$ cat src/sv/bdfmv_pkg.sv
`timescale 1ns / 1ps
// Shared constants, types and coefficient tables of the mesh velocity unit.
package bdfmv_pkg;

  localparam int POINTS    = 4096;
  localparam int AXES      = 3;
  localparam int HISTORY   = 3;
  localparam int MAX_ORDER = 3;

  localparam int ENTRIES = POINTS * AXES;
  localparam int IDX_W   = (ENTRIES > 1) ? $clog2(ENTRIES) : 1;
  localparam int SLOT_W  = (HISTORY > 1) ? $clog2(HISTORY) : 1;

  localparam int QDEPTH = 4;
  localparam int QPTR_W = $clog2(QDEPTH);
  localparam int QCNT_W = $clog2(QDEPTH + 1);

  localparam int COEF_W    = 17;
  localparam int COEF_FRAC = 14;
  localparam int PROD_W    = COEF_W + 32;
  localparam int ACC_W     = PROD_W + 2;
  localparam int D_W       = ACC_W - COEF_FRAC;
  localparam int MUL_W     = D_W + 17;
  localparam int VEL_FRAC  = 16;
  localparam int SUM_W     = MUL_W + VEL_FRAC + 1;
  localparam int V_W       = SUM_W - VEL_FRAC;

  localparam int PADDR_W = 3;

  localparam logic signed [31:0] S32_MAX = 32'sh7fff_ffff;
  localparam logic signed [31:0] S32_MIN = 32'sh8000_0000;

  // Backward difference coefficients, Q2.14, indexed by order minus one.
  localparam logic signed [COEF_W-1:0] GAMMA_Q14 [MAX_ORDER] = '{
    17'sd16384, 17'sd24576, 17'sd30037
  };
  localparam logic signed [COEF_W-1:0] ALPHA_Q14 [MAX_ORDER][MAX_ORDER] = '{
    '{17'sd16384, 17'sd0,      17'sd0},
    '{17'sd32768, -17'sd8192,  17'sd0},
    '{17'sd49152, -17'sd24576, 17'sd5461}
  };

  typedef enum logic {
    REG_BDF_ORDER    = 1'b0,
    REG_INV_TIMESTEP = 1'b1
  } reg_idx_e;

  typedef struct packed {
    logic signed [31:0]            coord;
    logic [MAX_ORDER-1:0][31:0]    lag;
    logic [1:0]                    ord;
    logic                          last;
  } item_t;

  typedef struct packed {
    logic  valid;
    item_t item;
  } push_t;

endpackage

$ cat src/sv/bdfmv_queue.sv
`timescale 1ns / 1ps
// Short queue of classified items between the front end and the arithmetic back end.
module bdfmv_queue (
  input  logic                          clk_i,
  input  logic                          rst_ni,
  input  bdfmv_pkg::push_t              push_i,
  input  logic                          pop_i,
  output logic [bdfmv_pkg::QCNT_W-1:0]  count_o,
  output logic                          avail_o,
  output bdfmv_pkg::item_t              item_o
);

  bdfmv_pkg::item_t                 store_q [bdfmv_pkg::QDEPTH];
  logic [bdfmv_pkg::QPTR_W-1:0]     wptr_q, rptr_q;
  logic [bdfmv_pkg::QCNT_W-1:0]     count_q;

  // The front end never pushes without room, so no full check is needed here.
  always_ff @(posedge clk_i or negedge rst_ni) begin
    if (!rst_ni) begin
      wptr_q  <= '0;
      rptr_q  <= '0;
      count_q <= '0;
    end else begin
      if (push_i.valid) begin
        wptr_q <= wptr_q + 1'b1;
      end
      if (pop_i) begin
        rptr_q <= rptr_q + 1'b1;
      end
      count_q <= count_q + bdfmv_pkg::QCNT_W'(push_i.valid)
                         - bdfmv_pkg::QCNT_W'(pop_i);
    end
  end

  always_ff @(posedge clk_i) begin
    if (push_i.valid) begin
      store_q[wptr_q] <= push_i.item;
    end
  end

  assign count_o = count_q;
  assign avail_o = (count_q != '0);
  assign item_o  = store_q[rptr_q];

endmodule

$ cat config.mk
export PLATFORM = sky130hd
export DESIGN_NAME = bdfmv_queue
export DESIGN_NICKNAME = d
export VERILOG_FILES = /design/src/sv/bdfmv_pkg.sv /design/src/sv/bdfmv_queue.sv
export SDC_FILE = /design/constraint.sdc
export NUM_CORES = 1
export LEC_CHECK = 0
export CORE_MARGIN = 1
export CORE_UTILIZATION = 30
export DETAILED_ROUTE_END_ITERATION = 12
export DONT_BUFFER_PORTS = 1
export GPL_ROUTABILITY_DRIVEN = 0
export HOLD_SLACK_MARGIN = 0.15
export PLACE_DENSITY = 0.46
export SYNTH_ARGS = -nofsm -noshare
export SYNTH_HDL_FRONTEND = slang
export SYNTH_SLANG_ARGS = --single-unit
$ cat constraint.sdc
create_clock -name clk_i -period 5.93 [get_ports clk_i]
set_input_delay 0 -clock clk_i [delete_from_list [all_inputs] [get_ports clk_i]]
set_output_delay 0 -clock clk_i [all_outputs]
set_load 0.03 [all_outputs]
== Word level (Yosys, flattened, before mapping) ==
Memory sizes are Yosys's and may differ from the RTL's.
Cells that the tools add are included.

* Register bits: 7
* Memory bits (writable): 524
* Input bits: 135
* Output and inout port bits: 135
* Logic and storage cells: 11
* Memories: 1

* Add/subtract/negate cells: 4
* Muxes and demuxes: 2
* Reduce and logical (&&, ||, !) cells: 1

{| class="wikitable"
|+ Memory list
! memory !! words !! width !! read ports !! clocked after memory_dff !! write ports !! line !! RTL
|-
| store_q || 4 || 131 || 1 || 0 || 1 || bdfmv_queue.sv:13 || <nowiki>bdfmv_pkg::item_t store_q [bdfmv_pkg::QDEPTH];</nowiki>
|}

{| class="wikitable"
|+ Operators by type and width
! cell !! count
|-
| $add 2x1->2 const B || 2
|-
| $add 3x1->3 || 1
|-
| $reduce_bool 3->1 || 1
|-
| $sub 3x1->3 || 1
|-
| $mux 1 || 2
|}

== Longest topological paths before layout ==
Gate-level depths: netlist (run 1).

* Word-level depth: 2
* Depth in mapped cells: 7
* Gate-level depth less buffers: 7

== Worst setup path after synthesis (run 1) ==
OpenSTA, ideal clock, no wires.

* Path type: flip-flop to flip-flop
* From: reg wptr_q[0] in the netlist's numbering
* To: mem store_q[0][0] in the netlist's numbering (enable)
* Library setup time: 0.505 ns
* Data arrival time: 3.626 ns
* Required time: 5.425 ns
* Path slack: 1.799 ns
* Cell stages (with the launch flop): 4
* Path buffers: 0
* Clock period less this slack: 4.131 ns
* Path through: dfrtp_1 inv_1 ha_1 and2_1

{| class="wikitable"
|+ RTL lines
! what !! line !! RTL
|-
| start: declaration || bdfmv_queue.sv:14 || <nowiki>logic [bdfmv_pkg::QPTR_W-1:0] wptr_q, rptr_q;</nowiki>
|-
| start signal: assignment || bdfmv_queue.sv:25 || <nowiki>wptr_q <= wptr_q + 1'b1;</nowiki>
|-
| end: declaration || bdfmv_queue.sv:13 ||
|}

Straight into the memory's write port.

==> results of run 1 <==
## critical path: cells and delay by family, from the launching register on
| family | cells | cell delay [ps] |
|---|---|---|
| flip-flops | 1 | 1100 |
| multiplexers | 1 | 700 |
| buffers and inverters | 1 | 450 |
## metal layers
layer	track usage	vias to the layer above	wire length, um
met5	0	-	39
met4	0.0407	6	970
met3	0.0385	71	2630
met2	0.211	228	20200
met1	0.151	4565	16700
li1	-	3715	-
## logic make-up after synthesis
kind of cell / Yosys count / synth area share
flops: 531 / 0.826
mux: 131 / 0.153
buf+inv: 36 / 0.0118
fa+ha+maj: 7 / 0.00493
simple gates: 7 / 0.00201
xor+xnor: 5 / 0.00227
compound gates: 1 / 0.000259
## metrics by stage
| step | cell area (um2) | std cells | util |
|---|---|---|---|
| floorplan | 19300 | 718 | - |
| global placement | 20300 | 1541 | 0.320 |
| detailed placement | 20300 | 1541 | 0.320 |
| CTS | 24700 | 1908 | 0.390 |
| global route | 24700 | 1908 | 0.390 |
| finish | 24700 | 1908 | 0.390 |
## path summary, 6_finish.rpt
path	startpoint	end	slack [ps]
worst max-delay path	rptr_q[0]$_DFFE_PN0P_	item_o[115]	3030
worst min-delay path	push_i[131]	store_q[1][31]$_DFFE_PP_	160
worst max register to register	wptr_q[1]$_DFFE_PN0P_	store_q[1][60]$_DFFE_PP_	3510
worst min register to register	wptr_q[0]$_DFFE_PN0P_	wptr_q[0]$_DFFE_PN0P_	530
max in group asynchronous	rst_ni	rptr_q[0]$_DFFE_PN0P_	5260
min in group asynchronous	rst_ni	count_o[0]$_DFF_PN0_	320
## sequential cells by signal (all words and copies together), names as in the netlist
signal	cells
store_q	524
count_o	3
rptr_q	2
wptr_q	2
## Yosys cell counts
cell type,number
dfrtp_1,7
buf_6,9
buf_2,16
or3_1,1
fa_1,1
edfxtp_1,524
buf_4,1
xnor2_1,3
nand2_1,2
clkbuf_1,4
o21ai_0,1
inv_1,6
xor2_1,2
ha_1,6
and2_1,4
mux4_2,131
## final cells by class
cell class / instances / area, um2
Timing Repair Buffer: 269 / 2760
Inverter: 6 / 22.5
Tap cell: 846 / 1060
Multi-Input combinational cell: 151 / 3140
Clock inverter: 42 / 318
Clock buffer: 63 / 1450
Sequential cell: 531 / 15900
Fill cell: 5719 / 38600
## where the power goes
part	internal [W]	total (W)	switching [W]
Combinational	0.00120	0.00368	0.00248
Clock	0.00193	0.00336	0.00143
Sequential	0.00491	0.00527	0.000363
Total	0.00804	0.0123	0.00428
==> results.md, run 1 <==
* Status: complete, no violations
* Crit-path slowest cell: dfrtp_4
* Post-route ant nets at 0
* Global-route wire length before repair at 61.0 mm
* Cts repair resizes at 0
* Initial antenna violation count at 4
* Critical Path Fanout Max at between 40 and 50
* Io pins at between 200 and 300
* Drc violations at 0
* N_diodes at 0
* Postcts setup bufs at 0
* Clock latency on the worst-skew pair at between 500 and 600 ps
* Synthesized instance count at around 720
* Clock sinks at between 500 and 600
* Clock Skews at around 12 ps
* Startpoint types: flip-flop
* Maximum vdd drop at approximately 0.00026 V
* CTS tree: built
* Netlist cell types at 16
* Htree depth at 2
* DIE AREA at about 65000 um2
* DR vias at about 8600
* Max_cap viols at 0
* Critical Path RT at 5930 ps
* Top post-synthesis cells by area: edfxtp_1 (82%), mux4_2 (15%), dfrtp_1 (0.91%), buf_6 (0.53%), buf_2 (0.42%)
* R2R cell count at 4
* Layout cells sized above 1 at 0.219
* Clock-pin transition on the worst setup and hold timing paths at about 60 ps
* Most common cell after layout, fill and taps aside: edfxtp_1
* Grt ovf at 0
* Fin. max-slew vios at 0
* Worst Path Arrival at approximately 2900 ps
* Crit Path Class: reg2out
* Num CTS Buffers at 57
* Sequential share of the synthesized area at 0.826
* Crit path largest cell delay at approximately 1100 ps
* Final nets at between 1000 and 1500
* Core Box Area at about 63000 um2
* Area growth, synth to finish at 28.0%
* Synth top area share at 0.817
* Root cell of the clock tree: clkbuf_16
* Total nets after synthesis at 860
* P_leak at approximately 8 nW
* Clk buf depth at 3
* Worst slew pin tran at about 1000 ps
* Avg Cell Area, Syn at 26.8 um2
* Die Height at between 200 and 300 um
* Initial DRT Pass Iterations at 4
* Initial drt markers at roughly 500
* Period minus WS final at approximately 2900 ps
* Die width at ~260 um
* Worst Hold Margin at between 150 and 200 ps
* Highest-count cells in the layout ignoring fill and taps: edfxtp_1 (524), dlygate4sd3_1 (262), mux4_2 (131)
* Post-synth design cell area at 19300 um2
* Setup TNS at 0 ps
* Synth area leader: edfxtp_1
* Cell Rows at 92
* GRT Overall Usage at 0.125
* Worst Hold Class: in2reg
* WL per Instance at between 20 and 25 um
* Number of synthesized register bits at around 530
* Setup violations, final at 0
* Slew headroom at 0.303
* Pre-CTS setup slack at 3420 ps
* Largest net degree at the start of global routing at 104
* PortBufs at 0
* Fmax at 0.345 GHz
* RSZ-0062 raised after global routing: false
* Critical-path cell list: buf_12 -> mux4_2
* Ys Warns at 0
* Total Routed Length at approximately 40 mm
* Vias in the first global route at about 9700
* Initial Util at 0.304
* Final hold vios at 0
* Power Dens Cells at 499 nW/um2
* Cts hold-fix bufs at roughly 260
* Endpoint type of the worst setup path: output port
* Tot Pwr at 0.0123 W
* DP HPWL at ~21 mm
* Tcrit/Tclk final at 0.489
* Vias per std cell at approximately 4.5
* Hold Path Depth at 1
* Setup ws final at approximately 3000 ps
Power figures use the tool's default switching activity.
==> run 2, diff against run 1 <==
--- a/config.mk
+++ b/config.mk
@@ -11,7 +11,7 @@
 export DONT_BUFFER_PORTS = 1
 export GPL_ROUTABILITY_DRIVEN = 0
 export HOLD_SLACK_MARGIN = 0.15
-export PLACE_DENSITY = 0.46
+export PLACE_DENSITY = 0.47
 export SYNTH_ARGS = -nofsm -noshare
 export SYNTH_HDL_FRONTEND = slang
 export SYNTH_SLANG_ARGS = --single-unit
==> constraint.sdc (replaced) <==
create_clock -name clk_i -period 2.4 [get_ports clk_i]
set_input_delay 0 -clock clk_i [delete_from_list [all_inputs] [get_ports clk_i]]
set_output_delay 0 -clock clk_i [all_outputs]
set_load 0.03 [all_outputs]
==> run 2 against run 1 <==
Against the previous run: non-clock buffer count up 14; total power rose by 150%; setup slack worse by 2900 ps; wire length is 0.56% higher; combinational power grew to 2.7 times the previous value; register-to-register slack got worse by 3000 ps; core utilization rose by 0.31 points; count of clock-buffer cells in the layout grew 8; via count rose by 0.90%; first-iteration DRC count shrank 7.1%; design area grew 0.79%; sequential share of layout area decreased by 0.50 points; critical path type unchanged; largest power group unchanged.
==> results.md, run 2 (same netlist as run 1, synthesis figures left out) <==
* Status: complete, no violations (unchanged)
* Maximum vdd drop at 0.000605 V (was 0.000263 V)
* Highest-count cells in the layout ignoring fill and taps: edfxtp_1 (524), dlygate4sd3_1 (260), mux4_2 (131) (was edfxtp_1 (524), dlygate4sd3_1 (262), mux4_2 (131))
* Clock latency on the worst-skew pair at 600 ps (was 590 ps)
* Cell Rows at 92 (unchanged)
* Max_cap viols at 0 (unchanged)
* Crit-path slowest cell: mux4_2 (was dfrtp_4)
* Vias per std cell at 4.51 (was 4.50)
* Seq pwr share at 0.409 (was 0.428)
* Tot Pwr at 0.0307 W (was 0.0123 W)
* Initial drt markers at 471 (was 507)
* Fmax at approximately 0.44 GHz
* R2R cell count at 7 (was 4)
* Crit Path Class: reg2out (unchanged)
* DIE AREA at 65200 um2 (unchanged)
* Placed cell area at 20500 um2 (was 20300 um2)
* Slew headroom at 0.621 (was 0.303)
* Crit path largest cell delay at 700 ps (was 1100 ps)
* Power Dens Cells at 1230 nW/um2 (was 499 nW/um2)
* Most common cell after layout, fill and taps aside: edfxtp_1 (unchanged)
* Root cell of the clock tree: clkbuf_16 (unchanged)
* Endpoint type of the worst setup path: output port (unchanged)
* Initial DRT Pass Iterations at 4 (unchanged)
* P_sw at 0.0106 W (was 0.00428 W)
* Layout Utilization at 0.393 (was 0.390)
* Critical Path Fanout Max at 58 (was 47)
* Postcts setup bufs at 0 (unchanged)
* Core Box Area at 63300 um2 (unchanged)
* Area growth, synth to finish at 29.0% (was 28.0%)
* Die Height at 255 um (unchanged)
* P_leak at 7.97 nW (was 7.88 nW)
* Clock sinks at 531 (unchanged)
* Final hold vios at 0 (unchanged)
* Clk buf depth at 3 (unchanged)
* Num CTS Buffers at 57 (unchanged)
* Total Routed Length at 40.8 mm (was 40.6 mm)
* Worst Hold Class: in2reg (unchanged)
* Reg with most FFs: store_q (unchanged)
* CTS tree: built (unchanged)
* Period minus WS final at 2270 ps
* Clock power frac at 0.269 (was 0.273)
* Tcrit/Tclk final at 0.945
* Drc violations at 0 (unchanged)
* Non-filler instance count after layout at 1922 (was 1908)
* Final nets at 1172 (was 1158)
* Initial antenna violation count at 8 (was 4)
* Setup violations, final at 0 (unchanged)
* Worst Hold Margin at 178 ps (was 156 ps)
* Fin. max-slew vios at 0 (unchanged)
* Cts repair resizes at 0 (unchanged)
* DP HPWL at 23.2 mm (was 21.1 mm)
* Critical Path RT at 2400 ps (was 5930 ps)
* RSZ-0062 raised after global routing: true (was false)
* Placed cells at 1557 (was 1541)
* Layout cells sized above 1 at 0.218 (was 0.219)
* Global-route wire length before repair at 61.2 mm (was 61.0 mm)
* GRT Overall Usage at 0.125 (about the same)
* Worst slew pin tran at 568 ps (was 1050 ps)
* Clock-pin transition on the worst setup and hold timing paths at 60 ps (about the same)
* Logic pwr share at 0.322 (was 0.299)
* DR vias at 8662 (was 8585)
* Max FFs per register at 524 (unchanged)
* Initial Util at 0.304 (unchanged)
* Final instance area at 24900 um2 (was 24700 um2)
* Vias in the first global route at 9444 (was 9673)
* Pint at 0.0201 W (was 0.00804 W)
* Io pins at 270 (unchanged)
* Clock Skews at 21.3 ps (was 12.1 ps)
* Grt ovf at 0 (unchanged)
* Die width at 255 um (unchanged)
* Reg2Reg Setup Slack at 490 ps (was 3510 ps)
* Post-route ant nets at 0 (unchanged)
* Worst Path Arrival at 2270 ps (was 2900 ps)
* Hold Path Depth at 1 (unchanged)
* Startpoint types: flip-flop (unchanged)
* Critical-path cell list: buf_12 -> mux4_2 (unchanged)
* Switching share of power at 0.346 (was 0.347)
* PortBufs at 0 (unchanged)
* WL per Instance at 21.2 um (was 21.3 um)
* Largest net degree at the start of global routing at 69 (was 104)
* Htree depth at 2 (unchanged)
## run 2: changes by cell type in the layout (fill, tap and decap cells not counted)
| cell | change |
|---|---|
| clkinv_4 | +1 |
| clkbuf_16 | +2 |
| inv_6 | +2 |
| dlygate4sd3_1 | -2 |
| clkinv_1 | +6 |
| diode_2 | +3 |
| buf_12 | +8 |
| clkinvlp_4 | -4 |
| buf_4 | +8 |
| bufinv_16 | -1 |
| clkinv_2 | -15 |
| clkbuf_1 | +6 |
## run 2: timing repair
item	CTS	global route
hold buffers	260	0
setup endpoints to repair	0	60
endpoints found under the hold margin	1062	0
## run 2: critical path, delay by kind of cell (launching register included)
family   cells  cell delay (ps)
mux          1              700
flops        1              470
buf+inv      1              430
## run 2: area by class of cell
| cell class | instances | area [um2] |
|---|---|---|
| Clock buffer | 71 | 1520 |
| Tap cell | 846 | 1060 |
| Inverter | 6 | 22.5 |
| Fill cell | 5696 | 38400 |
| Sequential cell | 531 | 15900 |
| Timing Repair Buffer | 283 | 2960 |
| Antenna cell | 3 | 7.51 |
| Clock inverter | 31 | 231 |
| Multi-Input combinational cell | 151 | 3140 |
## run 2: through the flow
| stage | setup TNS [ps] | setup WS, ps |
|---|---|---|
| after CTS | 0 | 24.8 |
| final | 0 | 131 |
| after global placement | 0 | 496 |
| after detailed placement | 0 | 482 |
| after global routing | -684 | -27.8 |
| after floorplan | 0 | 405 |
## run 2: per-layer routing
metal | GRT usage | wire [um] | up-vias
li1 | - | - | 3743
met1 | 0.157 | 17100 | 4601
met2 | 0.202 | 19800 | 224
met3 | 0.0441 | 2920 | 84
met4 | 0.0377 | 924 | 10
met5 | 0 | 63 | -
## run 2: power by group through the flow
stage | clock [W] | combinational (W) | sequential [W]
floorplan | 0 | 0.00768 | 0.0126
global placement | 0 | 0.00982 | 0.0127
detailed placement | 0 | 0.00977 | 0.0127
CTS | 0.00855 | 0.0102 | 0.0126
global route | 0.00890 | 0.0105 | 0.0127
finish | 0.00825 | 0.00988 | 0.0125
## run 2: final timing paths
path	start	to
max in group asynchronous	rst_ni	rptr_q[0]$_DFFE_PN0P_
max	rptr_q[0]$_DFFE_PN0P_	item_o[89]
min	push_i[24]	store_q[2][24]$_DFFE_PP_
max reg2reg	count_o[0]$_DFF_PN0_	count_o[2]$_DFF_PN0_
min reg2reg	wptr_q[0]$_DFFE_PN0P_	wptr_q[0]$_DFFE_PN0P_
min in group asynchronous	rst_ni	rptr_q[1]$_DFFE_PN0P_
==> run 3, diff against run 2 <==
--- a/config.mk
+++ b/config.mk
@@ -11,7 +11,8 @@
 export DONT_BUFFER_PORTS = 1
 export GPL_ROUTABILITY_DRIVEN = 0
 export HOLD_SLACK_MARGIN = 0.15
-export PLACE_DENSITY = 0.47
+export PLACE_DENSITY = 0.46
+export SKIP_CTS_REPAIR_TIMING = 1
 export SYNTH_ARGS = -nofsm -noshare
 export SYNTH_HDL_FRONTEND = slang
 export SYNTH_SLANG_ARGS = --single-unit
==> constraint.sdc (replaced) <==
create_clock -name clk_i -period 2.8 [get_ports clk_i]
set_input_delay 0 -clock clk_i [delete_from_list [all_inputs] [get_ports clk_i]]
set_output_delay 0 -clock clk_i [all_outputs]
set_load 0.03 [all_outputs]
==> run 3 against run 2 <==
Against the previous run: core utilization fell by 0.087 points; global-route usage fell by 0.69 points; setup slack improved by 260 ps; sequential power fell by 14%; die area did not move; first-iteration DRC count rose by 2.1%; hold slack got worse by 42 ps; critical path depth did not move; combinational power fell by 15%; largest power group unchanged.
==> results.md, run 3 (same netlist as run 1, synthesis figures left out) <==
* Placed cells at 1555 (was 1557)
* DIE AREA at 65200 um2 (unchanged)
* DR vias at 8502 (was 8662)
* Cell Rows at 92 (unchanged)
* Io pins at 270 (unchanged)
* Worst Path Arrival at 2410 ps (was 2270 ps)
* Setup TNS at 0 ps (unchanged)
* Die width at 255 um (unchanged)
* Slew headroom at 0.582 (was 0.621)
* Root cell of the clock tree: clkbuf_16 (unchanged)
* Hold Path Depth at 1 (unchanged)
* Seq pwr share at 0.407 (was 0.409)
* WL per Instance at 21.1 um (was 21.2 um)
* Largest net degree at the start of global routing at 65 (was 69)
* Clock sinks at 531 (unchanged)
* Die Height at 255 um (unchanged)
* Period minus WS final at ~2400 ps
* Critical Path RT at 2800 ps (was 2400 ps)
* DP HPWL at 23.3 mm (was 23.2 mm)
* Core Box Area at 63300 um2 (unchanged)
* Clock-pin transition on the worst setup and hold timing paths at 60 ps (about the same)
* HP Start: push_i[84] (was push_i[24])
* Clock latency on the worst-skew pair at 590 ps (was 600 ps)
* Crit Path Class: reg2out (unchanged)
* Global-route wire length before repair at 56.9 mm (was 61.2 mm)
* PortBufs at 0 (unchanged)
* Area growth, synth to finish at 28.8% (was 29.0%)
* RSZ-0062 raised after global routing: false (was true)
* Clock Skews at 10.1 ps (was 21.3 ps)
* Setup violations, final at 0 (unchanged)
* Num CTS Buffers at 58 (was 57)
* Grt ovf at 0 (unchanged)
* Critical-path cell list: buf_4 -> mux4_2 (was buf_12 -> mux4_2)
* RR Endpoint: count_o[2]$_DFF_PN0_ (unchanged)
* P_leak at 7.94 nW (was 7.97 nW)
* Crit path buf inv count at 1 (unchanged)
* Fmax at between 0.4 and 0.5 GHz
* GRT Overall Usage at 0.118 (was 0.125)
* Final nets at 1158 (was 1172)
* Critical Path Fanout Max at 22 (was 58)
* Switching share of power at 0.342 (was 0.346)
* Power Dens Cells at 1070 nW/um2 (was 1230 nW/um2)
* Initial Util at 0.304 (unchanged)
* Max FFs per register at 524 (unchanged)
* Maximum vdd drop at 0.000489 V (was 0.000605 V)
* Endpoint type of the worst setup path: output port (unchanged)
* Vias in the first global route at 8067 (was 9444)
* Top delay family on crit path: flip-flops (was multiplexers)
* Status: complete, no violations (unchanged)
* Crit-path slowest cell: dfrtp_4 (was mux4_2)
* Non-filler instance count after layout at 1907 (was 1922)
* Layout Utilization at 0.392 (was 0.393)
* Reg2Reg Setup Slack at 850 ps (was 490 ps)
* Clock power frac at 0.279 (was 0.269)
* CTS tree: built (unchanged)
* Initial drt markers at 481 (was 471)
* Tcrit/Tclk final at 0.860
* Drc violations at 0 (unchanged)
* WHS Endpoint: store_q[0][84]$_DFFE_PP_ (was store_q[2][24]$_DFFE_PP_)
* Clk buf depth at 3 (unchanged)
* Final hold vios at 0 (unchanged)
* Logic pwr share at 0.314 (was 0.322)
* Crit path largest cell delay at 730 ps (was 700 ps)
* Max_cap viols at 0 (unchanged)
* Fin. max-slew vios at 0 (unchanged)
* Post-route ant nets at 0 (unchanged)
* Worst slew pin tran at 628 ps (was 568 ps)
* Worst Hold Class: in2reg (unchanged)
* Most common cell after layout, fill and taps aside: edfxtp_1 (unchanged)
* Reg with most FFs: store_q (unchanged)
* Initial antenna violation count at 4 (was 8)
* Total Routed Length at 40.2 mm (was 40.8 mm)
* Highest-count cells in the layout ignoring fill and taps: edfxtp_1 (524), dlygate4sd3_1 (247), mux4_2 (131) (was edfxtp_1 (524), dlygate4sd3_1 (260), mux4_2 (131))
* Vias per std cell at 4.46 (was 4.51)
* Initial DRT Pass Iterations at 4 (unchanged)
* P_sw at 0.00909 W (was 0.0106 W)
* Pint at 0.0175 W (was 0.0201 W)
* Layout cells sized above 1 at 0.225 (was 0.218)
* Worst r2r src: count_o[0]$_DFF_PN0_ (unchanged)
* Htree depth at 2 (unchanged)
* R2R cell count at 7 (unchanged)
* Startpoint types: flip-flop (unchanged)
run 3: cell type report:
type                       count  area, um2
clock inverter                29        282
tap                          846       1060
multi-input combinational    151       3140
timing repair buffer         268       2810
sequential                   531      15900
fill                        5699      38500
clock buffer                  75       1580
antenna                        1       2.50
inverter                       6       22.5
run 3: how the worst max path moves through the flow:
stage	slack, ps	depth (start not counted)	endpoint	from
global route	200	2	item_o[27]	rptr_q[0]$_DFFE_PN0P_
detailed placement	900	7	count_o[2]$_DFF_PN0_	count_o[0]$_DFF_PN0_
floorplan	130	3	store_q[0][0]$_DFFE_PP_	wptr_q[0]$_DFFE_PN0P_
global placement	890	7	count_o[2]$_DFF_PN0_	count_o[0]$_DFF_PN0_
CTS	250	2	item_o[1]	rptr_q[0]$_DFFE_PN0P_
finish	390	2	item_o[27]	rptr_q[0]$_DFFE_PN0P_
run 3: metrics by stage:
step	hold WS, ps	power [W]	setup WS, ps	cell area, um2
finish	136	0.0266	393	24800
global placement	-295	0.0192	893	20500
detailed placement	-295	0.0193	901	20500
CTS	-960	0.0268	246	22300
floorplan	-296	0.0174	127	19300
global route	143	0.0277	202	24800
run 3: power groups by stage:
stage               clock network (W)  logic, W  registers, W
floorplan                           0   0.00657        0.0109
global placement                    0   0.00826        0.0110
detailed placement                  0   0.00826        0.0110
CTS                           0.00768   0.00827        0.0109
global route                  0.00795   0.00883        0.0109
finish                        0.00742   0.00835        0.0108
run 3: metal layers:
layer / global-route usage / wire, um / up-vias
li1: - / - / 3720
met1: 0.142 / 16900 / 4523
met2: 0.188 / 20000 / 195
met3: 0.0531 / 2430 / 58
met4: 0.0378 / 814 / 6
met5: 0 / 41 / -
